File: src/rtl/core/rlee_pkg.sv
`timescale 1ns / 1ps
// ----------------------------------------------------------------------------
// rlee_pkg: shared types and constants of the run-length escape encoder
// Byte and count widths, register indexes, reset values and the flush
// descriptor that passes from the run tracker to the byte emitter.
// ----------------------------------------------------------------------------
package rlee_pkg;

	localparam int BYTE_W = 8;
	localparam int CNT_W  = 4;
	localparam int POS_W  = 4;
	localparam int IDX_W  = 2;

	// Register indexes on the configuration port.
	localparam logic [IDX_W-1:0] REG_MAX_EXTRA = 2'd0;
	localparam logic [IDX_W-1:0] REG_THRESHOLD = 2'd1;
	localparam logic [IDX_W-1:0] REG_ESCAPE    = 2'd2;

	localparam logic [CNT_W-1:0]  MAX_EXTRA_RESET = 4'd9;
	localparam logic [CNT_W-1:0]  THRESHOLD_RESET = 4'd2;
	localparam logic [BYTE_W-1:0] ESCAPE_RESET    = 8'd33;

	localparam logic [CNT_W-1:0]  CNT_MIN    = 4'd1;
	localparam logic [CNT_W-1:0]  CNT_MAX    = 4'd9;
	localparam logic [BYTE_W-1:0] ASCII_ZERO = 8'h30;

	// Byte positions within an escape-coded run.
	localparam logic [POS_W-1:0] POS_VALUE  = 4'd0;
	localparam logic [POS_W-1:0] POS_ESCAPE = 4'd1;
	localparam logic [POS_W-1:0] POS_DIGIT  = 4'd2;

	// One run to be written out.
	typedef struct packed {
		logic              esc;
		logic [BYTE_W-1:0] value;
		logic [CNT_W-1:0]  count;
	} run_desc_t;

	// All the runs flushed by one input word: one or two of them.
	typedef struct packed {
		run_desc_t first;
		run_desc_t second;
		logic      two;
		logic      stream_end;
	} flush_job_t;

	function automatic logic [CNT_W-1:0] clamp_1_9(input logic [CNT_W-1:0] v);
		logic [CNT_W-1:0] r;
		r = v;
		if (v < CNT_MIN) begin
			r = CNT_MIN;
		end else if (v > CNT_MAX) begin
			r = CNT_MAX;
		end
		return r;
	endfunction

endpackage

File: src/rtl/core/rlee_emitter.sv
`timescale 1ns / 1ps
// ----------------------------------------------------------------------------
// rlee_emitter: byte emitter of the run-length escape encoder
// Holds one flush job and writes its runs out through an output register,
// one byte per cycle unless stalled, as copies or as value, escape and digit.
// ----------------------------------------------------------------------------
module rlee_emitter (
	input  logic                       clk,
	input  logic                       arst_n,
	input  logic                       job_load,
	input  rlee_pkg::flush_job_t       job,
	input  logic [rlee_pkg::BYTE_W-1:0] escape_byte,
	output logic                       job_free,
	output logic                       out_valid,
	input  logic                       out_ready,
	output logic [rlee_pkg::BYTE_W-1:0] out_byte,
	output logic                       last_of_item,
	output logic                       stream_done
);
	import rlee_pkg::*;

	logic              job_valid_q;
	flush_job_t        job_q;
	logic              sel_q;
	logic [POS_W-1:0]  pos_q;
	run_desc_t         cur;
	logic              advance;
	logic              emit;
	logic              desc_last;
	logic              job_last;
	logic [BYTE_W-1:0] byte_next;
	logic              out_valid_q;
	logic [BYTE_W-1:0] out_byte_q;
	logic              last_q;
	logic              done_q;

	assign cur     = sel_q ? job_q.second : job_q.first;
	assign advance = !out_valid_q || out_ready;
	assign emit    = job_valid_q && advance;

	assign desc_last = cur.esc ? (pos_q == POS_DIGIT) : (pos_q == POS_W'(cur.count));
	assign job_last  = desc_last && (sel_q || !job_q.two);
	assign job_free  = !job_valid_q || (emit && job_last);

	always_comb begin
		byte_next = cur.value;
		if (cur.esc) begin
			case (pos_q)
				POS_VALUE:  byte_next = cur.value;
				POS_ESCAPE: byte_next = escape_byte;
				default:    byte_next = ASCII_ZERO + BYTE_W'(cur.count);
			endcase
		end
	end

	always_ff @(posedge clk or negedge arst_n) begin
		if (!arst_n) begin
			job_valid_q <= 1'b0;
			sel_q       <= 1'b0;
			pos_q       <= '0;
		end else if (job_load) begin
			job_valid_q <= 1'b1;
			sel_q       <= 1'b0;
			pos_q       <= '0;
		end else if (emit) begin
			if (job_last) begin
				job_valid_q <= 1'b0;
			end else if (desc_last) begin
				sel_q <= 1'b1;
				pos_q <= '0;
			end else begin
				pos_q <= pos_q + POS_W'(1);
			end
		end
	end

	always_ff @(posedge clk) begin
		if (job_load) begin
			job_q <= job;
		end
	end

	always_ff @(posedge clk or negedge arst_n) begin
		if (!arst_n) begin
			out_valid_q <= 1'b0;
		end else if (advance) begin
			out_valid_q <= emit;
		end
	end

	always_ff @(posedge clk) begin
		if (emit) begin
			out_byte_q <= byte_next;
			last_q     <= job_last;
			done_q     <= job_last && job_q.stream_end;
		end
	end

	assign out_valid    = out_valid_q;
	assign out_byte     = out_byte_q;
	assign last_of_item = last_q;
	assign stream_done  = done_q;

endmodule

File: src/rtl/core/run_length_escape_encoder.sv
`timescale 1ns / 1ps
// ----------------------------------------------------------------------------
// run_length_escape_encoder: byte-stream run-length encoder with escapes
// Tracks the open run, turns each input word into the runs it closes and
// hands them to the emitter, which writes the compressed bytes.
// ----------------------------------------------------------------------------
//  channel | direction | handshake             | payload
//  --------+-----------+-----------------------+----------------------------------
//  in      | input     | in_valid / in_ready   | data_byte, end_of_stream
//  out     | output    | out_valid / out_ready | out_byte, last_of_item, stream_done
//  cfg     | input     | cfg_write             | cfg_index, cfg_data
//
// A word that only grows or opens a run is taken back to back.
// A word that closes runs is taken too; its bytes leave one per cycle from
// the emitter while out_ready is high, up to ten, and the next closing word waits
// until the emitter is on the last byte of the current one.
// The output register lets the input run on while a word is not yet taken.
// Reset clears the run, the registers to their defaults and the output.
module run_length_escape_encoder (
	input  logic                        clk,
	input  logic                        arst_n,
	input  logic                        in_valid,
	output logic                        in_ready,
	input  logic [rlee_pkg::BYTE_W-1:0] data_byte,
	input  logic                        end_of_stream,
	output logic                        out_valid,
	input  logic                        out_ready,
	output logic [rlee_pkg::BYTE_W-1:0] out_byte,
	output logic                        last_of_item,
	output logic                        stream_done,
	input  logic                        cfg_write,
	input  logic [rlee_pkg::IDX_W-1:0]  cfg_index,
	input  logic [rlee_pkg::BYTE_W-1:0] cfg_data
);
	import rlee_pkg::*;

	logic [CNT_W-1:0]  max_extra_q;
	logic [CNT_W-1:0]  threshold_q;
	logic [BYTE_W-1:0] escape_q;

	logic [BYTE_W-1:0] run_value_q;
	logic [CNT_W-1:0]  run_count_q;
	logic              run_open_q;

	logic [CNT_W-1:0]  max_c;
	logic [CNT_W-1:0]  thr_c;
	logic              accept;
	logic              extend;
	logic              flush_old;
	logic [BYTE_W-1:0] new_value;
	logic [CNT_W-1:0]  new_count;
	run_desc_t         old_desc;
	run_desc_t         new_desc;
	flush_job_t        job;
	logic              job_load;
	logic              job_free;

	always_ff @(posedge clk or negedge arst_n) begin
		if (!arst_n) begin
			max_extra_q <= MAX_EXTRA_RESET;
			threshold_q <= THRESHOLD_RESET;
			escape_q    <= ESCAPE_RESET;
		end else if (cfg_write) begin
			unique case (cfg_index)
				REG_MAX_EXTRA: max_extra_q <= cfg_data[CNT_W-1:0];
				REG_THRESHOLD: threshold_q <= cfg_data[CNT_W-1:0];
				REG_ESCAPE:    escape_q    <= cfg_data;
				default: ;
			endcase
		end
	end

	assign max_c  = clamp_1_9(max_extra_q);
	assign thr_c  = clamp_1_9(threshold_q);
	assign accept = in_valid && in_ready;

	assign extend    = run_open_q && (data_byte == run_value_q) && (run_count_q < max_c);
	assign flush_old = run_open_q && !extend;
	assign new_value = extend ? run_value_q : data_byte;
	assign new_count = extend ? (run_count_q + CNT_W'(1)) : '0;

	always_comb begin
		old_desc.esc   = run_count_q >= thr_c;
		old_desc.value = run_value_q;
		old_desc.count = run_count_q;
		new_desc.esc   = new_count >= thr_c;
		new_desc.value = new_value;
		new_desc.count = new_count;
		job.first      = flush_old ? old_desc : new_desc;
		job.second     = new_desc;
		job.two        = flush_old && end_of_stream;
		job.stream_end = end_of_stream;
	end

	// A word that closes no run and does not end the stream goes straight past the emitter.
	assign in_ready = job_free || !(flush_old || end_of_stream);
	assign job_load = accept && (flush_old || end_of_stream);

	always_ff @(posedge clk or negedge arst_n) begin
		if (!arst_n) begin
			run_value_q <= '0;
			run_count_q <= '0;
			run_open_q  <= 1'b0;
		end else if (accept) begin
			if (end_of_stream) begin
				run_value_q <= '0;
				run_count_q <= '0;
				run_open_q  <= 1'b0;
			end else begin
				run_value_q <= new_value;
				run_count_q <= new_count;
				run_open_q  <= 1'b1;
			end
		end
	end

	rlee_emitter u_emitter (
		.clk          (clk),
		.arst_n       (arst_n),
		.job_load     (job_load),
		.job          (job),
		.escape_byte  (escape_q),
		.job_free     (job_free),
		.out_valid    (out_valid),
		.out_ready    (out_ready),
		.out_byte     (out_byte),
		.last_of_item (last_of_item),
		.stream_done  (stream_done)
	);

endmodule

File: config.mk
export PLATFORM = sky130hd
export DESIGN_NAME = run_length_escape_encoder
export DESIGN_NICKNAME = d
export VERILOG_FILES = /design/src/rtl/core/rlee_pkg.sv /design/src/rtl/core/rlee_emitter.sv /design/src/rtl/core/run_length_escape_encoder.sv
export SDC_FILE = /design/constraint.sdc
export NUM_CORES = 1
export LEC_CHECK = 0
export BUFFER_PORTS_ARGS = -buffer_cell sky130_fd_sc_hd__buf_4
export CAP_MARGIN = 20
export CELL_PAD_IN_SITES_DETAIL_PLACEMENT = 2
export CELL_PAD_IN_SITES_GLOBAL_PLACEMENT = 2
export CORE_UTILIZATION = 44
export DETAILED_ROUTE_END_ITERATION = 16
export GPL_ROUTABILITY_DRIVEN = 1
export HOLD_SLACK_MARGIN = 0.15
export PLACE_DENSITY_LB_ADDON = 0.12
export SYNTH_ARGS = -nofsm -noshare
export SYNTH_HDL_FRONTEND = slang
export SYNTH_SLANG_ARGS = --single-unit
File: constraint.sdc
create_clock -name clk -period 11.4 [get_ports clk]
set_clock_uncertainty 0.15 [all_clocks]
set_input_delay 2.28 -clock clk [delete_from_list [all_inputs] [get_ports clk]]
set_output_delay 2.28 -clock clk [all_outputs]
set_load 0.02 [all_outputs]
# Word-level counts from Yosys, hierarchy flattened
# Cells that the tools add are included.
[totals]
register_bits = 74
[op_classes]
n_addsub = 3
n_lt_le_gt_ge = 7
n_eq_ne = 7
muxes = 25
reduce_logical = 31
[ops]
columns = ["cell", "count"]
rows = [
  ["4-bit 2-to-1 mux", 10],
  ["13-bit 2-to-1 mux", 2],
  ["8-bit 2-to-1 mux", 3],
  ["8-bit case mux with 2 select lines", 1],
  ["1-bit logical AND", 10],
  ["2-bit AND reduction", 5],
  ["1-bit 2-to-1 mux", 9],
  ["4-bit by 1-bit adder with 4-bit output (second input constant)", 2],
  ["8-bit == test", 1],
  ["4-bit greater-or-equal comparator", 2],
  ["4-bit > comparator (second input constant)", 2],
  ["4-bit by 1-bit < comparator with 1-bit output (second input constant)", 2],
  ["6-bit by 4-bit adder with 7-bit output (first input constant)", 1],
  ["2-bit nonzero test", 3],
  ["1-bit logical NOT", 5],
  ["1-bit logical OR", 5],
  ["4-bit by 1-bit == test with 1-bit output (second input constant)", 1],
  ["4-bit by 2-bit == test with 1-bit output (second input constant)", 1],
  ["4-bit == test", 1],
  ["4-bit logical NOT", 1],
  ["4-bit < comparator", 1],
  ["3-bit AND reduction", 1],
  ["2-bit by 1-bit == test with 1-bit output (second input constant)", 1],
  ["2-bit == test (second input constant)", 1],
  ["2 further kinds", 2],
]

# Longest topological paths before layout
# Gate-level depths: netlist of the first run.
[logic_depth]
word_depth = 14
mapped_depth = 17
depth_no_buf = 16

# By module
# Synthesis of the first run repeated with hierarchy kept, for this count alone.
[hier_totals]
cells_unflattened = 329
hier_area_um2 = 3898.7
[by_module_without_submodules]
columns = ["mod", "n_inst", "cells_per_inst", "area_each_um2", "seq_area_each_um2"]
rows = [
  ["rlee_emitter", 1, 143, 2004.4, 1316.3],
  ["run_length_escape_encoder", 1, 186, 1894.3, 732.0],
]

# Least setup slack after synthesis of the first run
# OpenSTA, ideal clock, no wires.
[synth_path]
kind = "input to output"
startpoint = "input data_byte[6] in the netlist's numbering"
endpoint = "output in_ready"
arrival_ps = 3794
required_time_ps = 8970
slack_ps = 5176
stages = 8
cell_sequence = "xor2_1 a2111oi_2 nand3_1 nand2b_1 buf_2 and2_0 clkbuf_1 o21bai_1"
[synth_between]
elab_chain_len = 8
[synth_rtl]
columns = ["item", "line_no", "source"]
rows = [
  ["start: declaration", "run_length_escape_encoder.sv:24", "input logic [rlee_pkg::BYTE_W-1:0] data_byte,"],
  ["8-bit == test", "run_length_escape_encoder.sv:77", "assign extend = run_open_q && (data_byte == run_value_q) && (run_count_q < max_c);"],
  ["1-bit logical AND (2 in series)", "run_length_escape_encoder.sv:77", ""],
  ["1-bit logical NOT", "run_length_escape_encoder.sv:78", "assign flush_old = run_open_q && !extend;"],
  ["1-bit logical AND", "run_length_escape_encoder.sv:78", ""],
  ["1-bit logical OR", "run_length_escape_encoder.sv:96", "assign in_ready = job_free || !(flush_old || end_of_stream);"],
  ["1-bit logical NOT", "run_length_escape_encoder.sv:96", ""],
  ["1-bit logical OR", "run_length_escape_encoder.sv:96", ""],
  ["end: declaration", "run_length_escape_encoder.sv:23", "output logic in_ready,"],
]
# No other way between the ends.

# Worst setup path in the final report of the first run
[layout_path]
startpoint = "input data_byte[3] in the netlist's numbering"
endpoint = "output in_ready"
# Same word-level chain as after synthesis.

==> impl_metrics.tcl, run 1 <==
set metrics [dict create \
    status "finished, final reports clean" \
    whs_path_depth 1 \
    worst_pin_slew_ns 1.03 \
    slew_viol_final 0 \
    cp_max_fo 10 \
    setup.worst_path.end_class "output pin" \
    startpoint_type "input port" \
    drt_iter0_markers 54 \
    clk_path_buf_depth 2 \
    wirelength_mm 10.6 \
    wl_per_cell_um 22.8 \
    grtUsageMet3 0.0426 \
    ctsHoldBuffers 0 \
    cpMostUsedCell "buf_4" \
    synth.yosys.seq_area_share 0.520 \
    ys_seq_elements 74 \
    synth-simple-area-share 0.126 \
    critPathArrivalTime_ns 4.22 \
    start_util 0.454 \
    yosysTopAreaCellShare 0.290 \
    r2r_slack_ns 7.39 \
    synthTopCellsByCount "edfxtp_1 (38), dfrtp_1 (31), mux2_2 (26)" \
    syn_inst 320 \
    critPathBufInv 2 \
    final-setup-viol-count 0 \
    vias 2646 \
    yosysWarnings 0 \
    antenna_found_initial 0 \
    synth_area_leaders "edfxtp_1 (29%), dfrtp_1 (20%), mux2_2 (7.4%)" \
    antenna_left 0 \
    dr.pass1.iters 4 \
    clock.fmax_ghz 0.150 \
    synth_nets 359 \
    drive_gt1_frac 0.282 \
    grt.met2_usage 0.428 \
    p_leak_nw 1.96 \
    busiest_layer "met2" \
    worstSetupPathType "in2out" \
    die_x_um 96.6 \
    gp_congestion 0.791 \
    holdPathEnd "escape_q[1]" \
    post_cts_buffers 0 \
    synth_top_area_cell "edfxtp_1" \
    place_inst 447 \
    cp_cell_sequence "buf_4 > xor2_1 > nor4_1 > nand3_1 > nand2b_1 > and2_0 > o21bai_1 > buf_4" \
    p_per_area_mw_per_mm2 227 \
    crit_family "simple AND/OR/NAND/NOR gates" \
    diodes 0 \
    grt_pass1_vias 2903 \
    clkSlewWorstSetupHoldPaths_ns 0.08 \
    synth_cell_type_count 53 \
    grt_start_max_net_pins 37 \
    hp-class "reg2reg" \
    cts_tree "built" \
    viasPerCell 5.71 \
    grt_pass1_wl_mm 16.9 \
    relSlewSlack 0.312 \
    min_period_ns 6.65 \
    cts_sinks 74 \
    synth_edf_count 38 \
    cp_slowest_stage_delay_ns 0.37 \
    synth_xor_area_frac 0.0222 \
    io_buffers 35 \
    drc 0 \
    cap_violations 0 \
    cts_buffers 9 \
    fin_cells 463 \
    root_buffer "clkbuf_8" \
    synthMuxAreaShare 0.130 \
    ys.flop_type "edfxtp_1" \
    h-tree-depth 3 \
    gr-usage-all-layers 0.241 \
    hold_viol 0 \
    area_growth_pct 13.7 \
    finalCritPeriodShare 0.583 \
    use_met1 0.295 \
    synth_top_family_by_area "multiplexers" \
    synthArstFlopShare 0.486 \
    r2r_cells 7 \
    yosysMostFrequentCell "edfxtp_1" \
    cts_resized 0 \
    ioPinCount 36 \
    holdCritStartpoint "escape_q[1]" \
    rsz0062_at_grt "false" \
    die_h_um 96.6 \
    rows 34 \
    synth_fa_ha_area_frac 0.0477 \
    r2r-start "u_emitter.sel_q" \
    place_hpwl_mm 7.67 \
    dieArea_mm2 0.00933 \
    reg2reg_to "u_emitter.job_q[25]" \
    syn_area_mm2 0.00394 \
    required_ns 8.97 \
    avgSynthCellArea_um2 12.3 \
    ir_drop_mv 0.0897 \
    overflow 0 \
    finalSetupTns_ns 0 \
    synth_compound_area_frac 0.119 \
    clkLatencyLatePin_ns 0.35 \
    slowest_stage "nor4_1" \
    crit_cells 8 \
    core_mm2 0.00868 \
    nNetsFinal 389 \
]
==> how the worst max path moves through the flow <==
stage            startpoint  endpoint
6_report       data_byte[3]  in_ready
5_1_grt        data_byte[3]  in_ready
4_1_cts        data_byte[3]  in_ready
3_5_place_dp   data_byte[3]  in_ready
3_3_place_gp   data_byte[6]  in_ready
2_1_floorplan  data_byte[6]  in_ready
==> where the power goes <==
part           switching (mW)  internal, mW
combinational           0.179         0.166
sequential             0.0780         0.364
clock                   0.104         0.124
total                   0.361         0.655
==> state kept, by name, summed over array words and instances, names as in the netlist <==
name / cells
escape_q: 8
max_extra_q: 4
run_count_q: 4
run_open_q: 1
run_value_q: 8
threshold_q: 4
u_emitter.job_q: 28
u_emitter.job_valid_q: 1
u_emitter.last_of_item: 1
u_emitter.out_byte: 8
u_emitter.out_valid: 1
u_emitter.pos_q: 4
u_emitter.sel_q: 1
u_emitter.stream_done: 1
==> routing by layer <==
layer | routed length [um] | vias up | part of all wire
met5 | 0 | - | 0
met4 | 209 | 0 | 0.020
met3 | 267 | 16 | 0.025
met2 | 5600 | 48 | 0.53
met1 | 4500 | 1351 | 0.43
li1 | - | 1231 | -
==> final cells by class <==
cell class                      instances  area, um2
Clock buffer                           10        128
Clock inverter                          6       91.3
Fill cell                             877       4200
Inverter                               12       45.0
Multi-Input combinational cell        217       1760
Sequential cell                        74       2050
Tap cell                              108        135
Timing Repair Buffer                   36        270
==> stage by stage <==
step / util / hold WS [ns] / area, um2 / total power [mW] / setup slack, ns
finish: 0.516 / 0.367 / 4480 / 1.02 / 4.75
floorplan: - / 0.321 / 3940 / 0.676 / 5.18
CTS: 0.516 / 0.368 / 4480 / 1.03 / 4.73
detailed placement: 0.491 / 0.355 / 4260 / 0.792 / 4.76
global route: 0.516 / 0.383 / 4480 / 1.07 / 4.63
global placement: 0.491 / 0.338 / 4260 / 0.764 / 4.87
==> placed cells by master, fill, tap and decap left out, drive strengths merged, types with 2 or more instances in the layout <==
master / count
o211ai: 3
a21oi: 8
xor2: 9
nor4: 4
clkbuf: 10
and2: 3
nor2b: 11
bufinv: 2
nor3b: 7
or3b: 2
clkinv: 4
nand3: 3
dfstp: 5
and3: 2
o221ai: 4
o21a: 2
a221o: 2
ha: 15
o21bai: 2
o21ai: 12
buf: 36
dfrtp: 31
mux2i: 13
nor2: 13
nand2: 22
inv: 12
nand3b: 3
or2: 2
a22o: 3
nand2b: 6
nor3: 6
a21o: 13
edfxtp: 38
mux2: 32
==> worst register-to-register path: cells and delay by family (launching register included) <==
| kind | cells | cell delay (ns) |
|---|---|---|
| flip-flops | 1 | 1.03 |
| AO/OA/AOI/OAI | 3 | 0.71 |
| buffers and inverters | 1 | 0.42 |
| AND/OR/NAND/NOR | 3 | 1.37 |
==> cell families after synthesis <==
logic type / after synthesis
buffers and inverters: 29
adder cells (fa/ha/maj): 15
AND/OR/NAND/NOR: 89
flip-flops: 74
XOR/XNOR: 10
AO/OA/AOI/OAI: 58
multiplexers: 45
No activity file was read; power rests on OpenSTA's default activity.
==> run 2: changes to the inputs <==
--- a/config.mk
+++ b/config.mk
@@ -5,11 +5,12 @@
 export SDC_FILE = /design/constraint.sdc
 export NUM_CORES = 1
 export LEC_CHECK = 0
+export ABC_AREA = 1
 export BUFFER_PORTS_ARGS = -buffer_cell sky130_fd_sc_hd__buf_4
 export CAP_MARGIN = 20
 export CELL_PAD_IN_SITES_DETAIL_PLACEMENT = 2
 export CELL_PAD_IN_SITES_GLOBAL_PLACEMENT = 2
-export CORE_UTILIZATION = 44
+export CORE_UTILIZATION = 37
 export DETAILED_ROUTE_END_ITERATION = 16
 export GPL_ROUTABILITY_DRIVEN = 1
 export HOLD_SLACK_MARGIN = 0.15
==> constraint.sdc (replaced) <==
create_clock -name clk -period 6.74 [get_ports clk]
set_clock_uncertainty 0.15 [all_clocks]
set_input_delay 1.348 -clock clk [delete_from_list [all_inputs] [get_ports clk]]
set_output_delay 1.348 -clock clk [all_outputs]
set_load 0.02 [all_outputs]
==> run 2 against run 1 <==
  * Flip-flop and latch count stayed put
  * Design area shrank 1.1%
  * Count of clock-buffer cells in the layout increased by 2
  * Synthesized area fell by 1.9%
  * Critical path type unchanged
  * Total power increased by 68%
  * Non-clock buffer count did not move
  * First-iteration DRC count increased by 46%
  * Combinational power up 80%
  * Worst setup slack lost 2.5 ns
  * Clock power is 54% higher
  * Wire length up 2.5%
  * Register-to-register slack worse by 4.0 ns
==> impl_metrics.tcl, run 2 <==
set metrics [dict create \
    status "finished, final reports clean" \
    switchingPower_uw 678 \
    top_register "u_emitter.job_q" \
    core_mm2 0.00995 \
    clk_path_buf_depth 2 \
    gr-usage-all-layers 0.208 \
    grt_pass1_wl_mm 16.9 \
    sw_frac_of_total 0.397 \
    place_inst 576 \
    viasPerCell 5.05 \
    ctsHoldBuffers 0 \
    slowest_stage "nand3_2" \
    finalCritPeriodShare 0.664 \
    required_ns 5.24 \
    p_int_mw 1.03 \
    place_hpwl_mm 8.17 \
    final-setup-viol-count 0 \
    dieArea_mm2 0.0108 \
    critPathBufInv 3 \
    finalSetupTns_ns 0 \
    setup.worst_path.end_class "output pin" \
    cts_sinks 74 \
    gp_congestion 0.778 \
    cp_max_fo 15 \
    clkLatencyLatePin_ns 0.35 \
    rsz0062_at_grt "false" \
    die_x_um 104 \
    drive_gt1_frac 0.185 \
    comb_power_share 0.363 \
    syn_inst 426 \
    yosysWarnings 0 \
    min_period_ns 4.48 \
    area_growth_pct 14.6 \
    grt_pass1_vias 3213 \
    drc 0 \
    wirelength_mm 10.8 \
    antenna_left 0 \
    post_cts_buffers 0 \
    ir_drop_mv 0.236 \
    startpoint_type "input port" \
    p_leak_nw 2.11 \
    synth_top_area_cell "edfxtp_1" \
    critPathArrivalTime_ns 2.98 \
    synthTopCellsByCount "nand2_1 (109), inv_1 (49), edfxtp_1 (38)" \
    synth_cell_type_count 33 \
    nNetsFinal 494 \
    yosysMostFrequentCell "nand2_1" \
    cts_buffers 9 \
    avgSynthCellArea_um2 9.06 \
    synth_edf_count 38 \
    synth_area_leaders "edfxtp_1 (30%), dfrtp_1 (20%), nand2_1 (11%)" \
    synth_nets 465 \
    drt_iter0_markers 79 \
    cap_violations 0 \
    hold_viol 0 \
    vias 2994 \
    io_buffers 35 \
    grt_start_max_net_pins 37 \
    p_per_area_mw_per_mm2 386 \
    hp-class "reg2reg" \
    cp_cell_sequence "buf_4 > inv_1 > o21ai_0 > nor2_1 > nand3_1 > nor2_2 > nand2_2 > nand2_4 > nand2_2 > nand3_2 > buf_4" \
    diodes 0 \
    clkSlewWorstSetupHoldPaths_ns 0.08 \
    cts_tree "built" \
    synth.yosys.seq_area_share 0.530 \
    wl_per_cell_um 18.3 \
    worstSetupPathType "in2out" \
    most-common-layout-cells "nand2_1 (109), inv_1 (49), edfxtp_1 (38)" \
    ys.flop_type "edfxtp_1" \
    start_util 0.388 \
    h-tree-depth 3 \
    cts_resized 0 \
    ioPinCount 36 \
    worst_pin_slew_ns 0.893 \
    synthArstFlopShare 0.486 \
    die_h_um 104 \
    cp_slowest_stage_delay_ns 0.27 \
    power.share.clock 0.206 \
    clock.fmax_ghz 0.223 \
    dr.pass1.iters 4 \
    antenna_found_initial 0 \
    fin_cells 593 \
    largest_reg_flops 28 \
    relSlewSlack 0.402 \
    ys_seq_elements 74 \
    final_common_cell "nand2_1" \
    rows 36 \
    crit_family "simple AND/OR/NAND/NOR gates" \
    slew_viol_final 0 \
    syn_area_mm2 0.00386 \
    pwr-share-seq 0.431 \
    root_buffer "clkbuf_8" \
    yosysTopAreaCellShare 0.296 \
    overflow 0 \
]
## run 2: cell count changes after synthesis, moves of 7 or more
cell	previous run	this run
inv_1	12	49
mux2_2	26	4
nand3_1	3	34
nand4_1	0	8
nor2_1	13	36
nor2b_1	11	0
nor3b_1	7	0
mux2i_1	13	2
nand2_1	22	109
o21ai_0	12	26
a21o_1	12	1
nand2_2	0	12
## run 2: stage by stage
stage / total power [mW] / hold slack [ns] / instance area [um2] / utilization / setup WS [ns]
floorplan: 1.15 / 0.303 / 3860 / - / 2.88
global placement: 1.32 / 0.326 / 4190 / 0.421 / 2.42
detailed placement: 1.36 / 0.339 / 4190 / 0.421 / 2.26
CTS: 1.72 / 0.352 / 4400 / 0.442 / 2.21
global route: 1.82 / 0.385 / 4430 / 0.445 / 2.10
finish: 1.71 / 0.346 / 4430 / 0.445 / 2.26
## run 2: worst register-to-register path, stage by stage, from the launching register on
cell and delay [ns]:
dfstp_2 0.55, inv_1 0.07, ha_1 0.29, nand2_1 0.11, nand2_1 0.06, nor2_1 0.12
nand3_1 0.11, nor2_2 0.20, nand2_2 0.14, or2_2 0.32, inv_1 0.17, ha_1 0.29
a21oi_1 0.18, nand3_1 0.14, a21o_1 0.21
## run 2: area by class of cell
cell class / instances / area (um2)
clock buffer: 12 / 188
clock inverter: 4 / 20.0
fill: 1110 / 5530
inverter: 51 / 191
multi-input combinational: 283 / 1520
sequential: 74 / 2050
tap: 133 / 166
timing repair buffer: 36 / 290
## run 2: metal layers
| layer | wire length, um | track usage |
|---|---|---|
| met1 | 4840 | 0.256 |
| met2 | 5360 | 0.350 |
| met3 | 224 | 0.0407 |
| met4 | 402 | 0.0990 |
| met5 | 0 | 0 |
## run 2: worst paths after layout
check / cells past startpoint / slack (ns) / from / endpoint
setup / recovery: 11 / 2.26 / data_byte[4] / in_ready
hold / removal: 2 / 0.35 / max_extra_q[0] / max_extra_q[0]
setup reg to reg: 14 / 3.39 / max_extra_q[3] / u_emitter.job_q[27]
hold reg to reg: 2 / 0.35 / max_extra_q[0] / max_extra_q[0]
max in group asynchronous: 1 / 5.27 / arst_n / max_extra_q[0]
min in group asynchronous: 1 / 0.81 / arst_n / u_emitter.pos_q[2]
## run 2: cell families after synthesis
logic type / Yosys count / synth area share
AOI/OAI and AO/OA: 45 / 0.0680
xor gates and xnor gates: 8 / 0.0181
adders and majority gates: 15 / 0.0486
buffers and inverters: 69 / 0.0752
DFF: 74 / 0.530
muxes: 6 / 0.0168
and+or+nand+nor: 209 / 0.243
## run 2: power groups by stage
stage	sequential, mW	clock, mW	combinational (mW)
finish	0.737	0.352	0.620
global route	0.753	0.378	0.693
CTS	0.738	0.365	0.621
detailed placement	0.746	0	0.615
global placement	0.737	0	0.585
floorplan	0.736	0	0.410
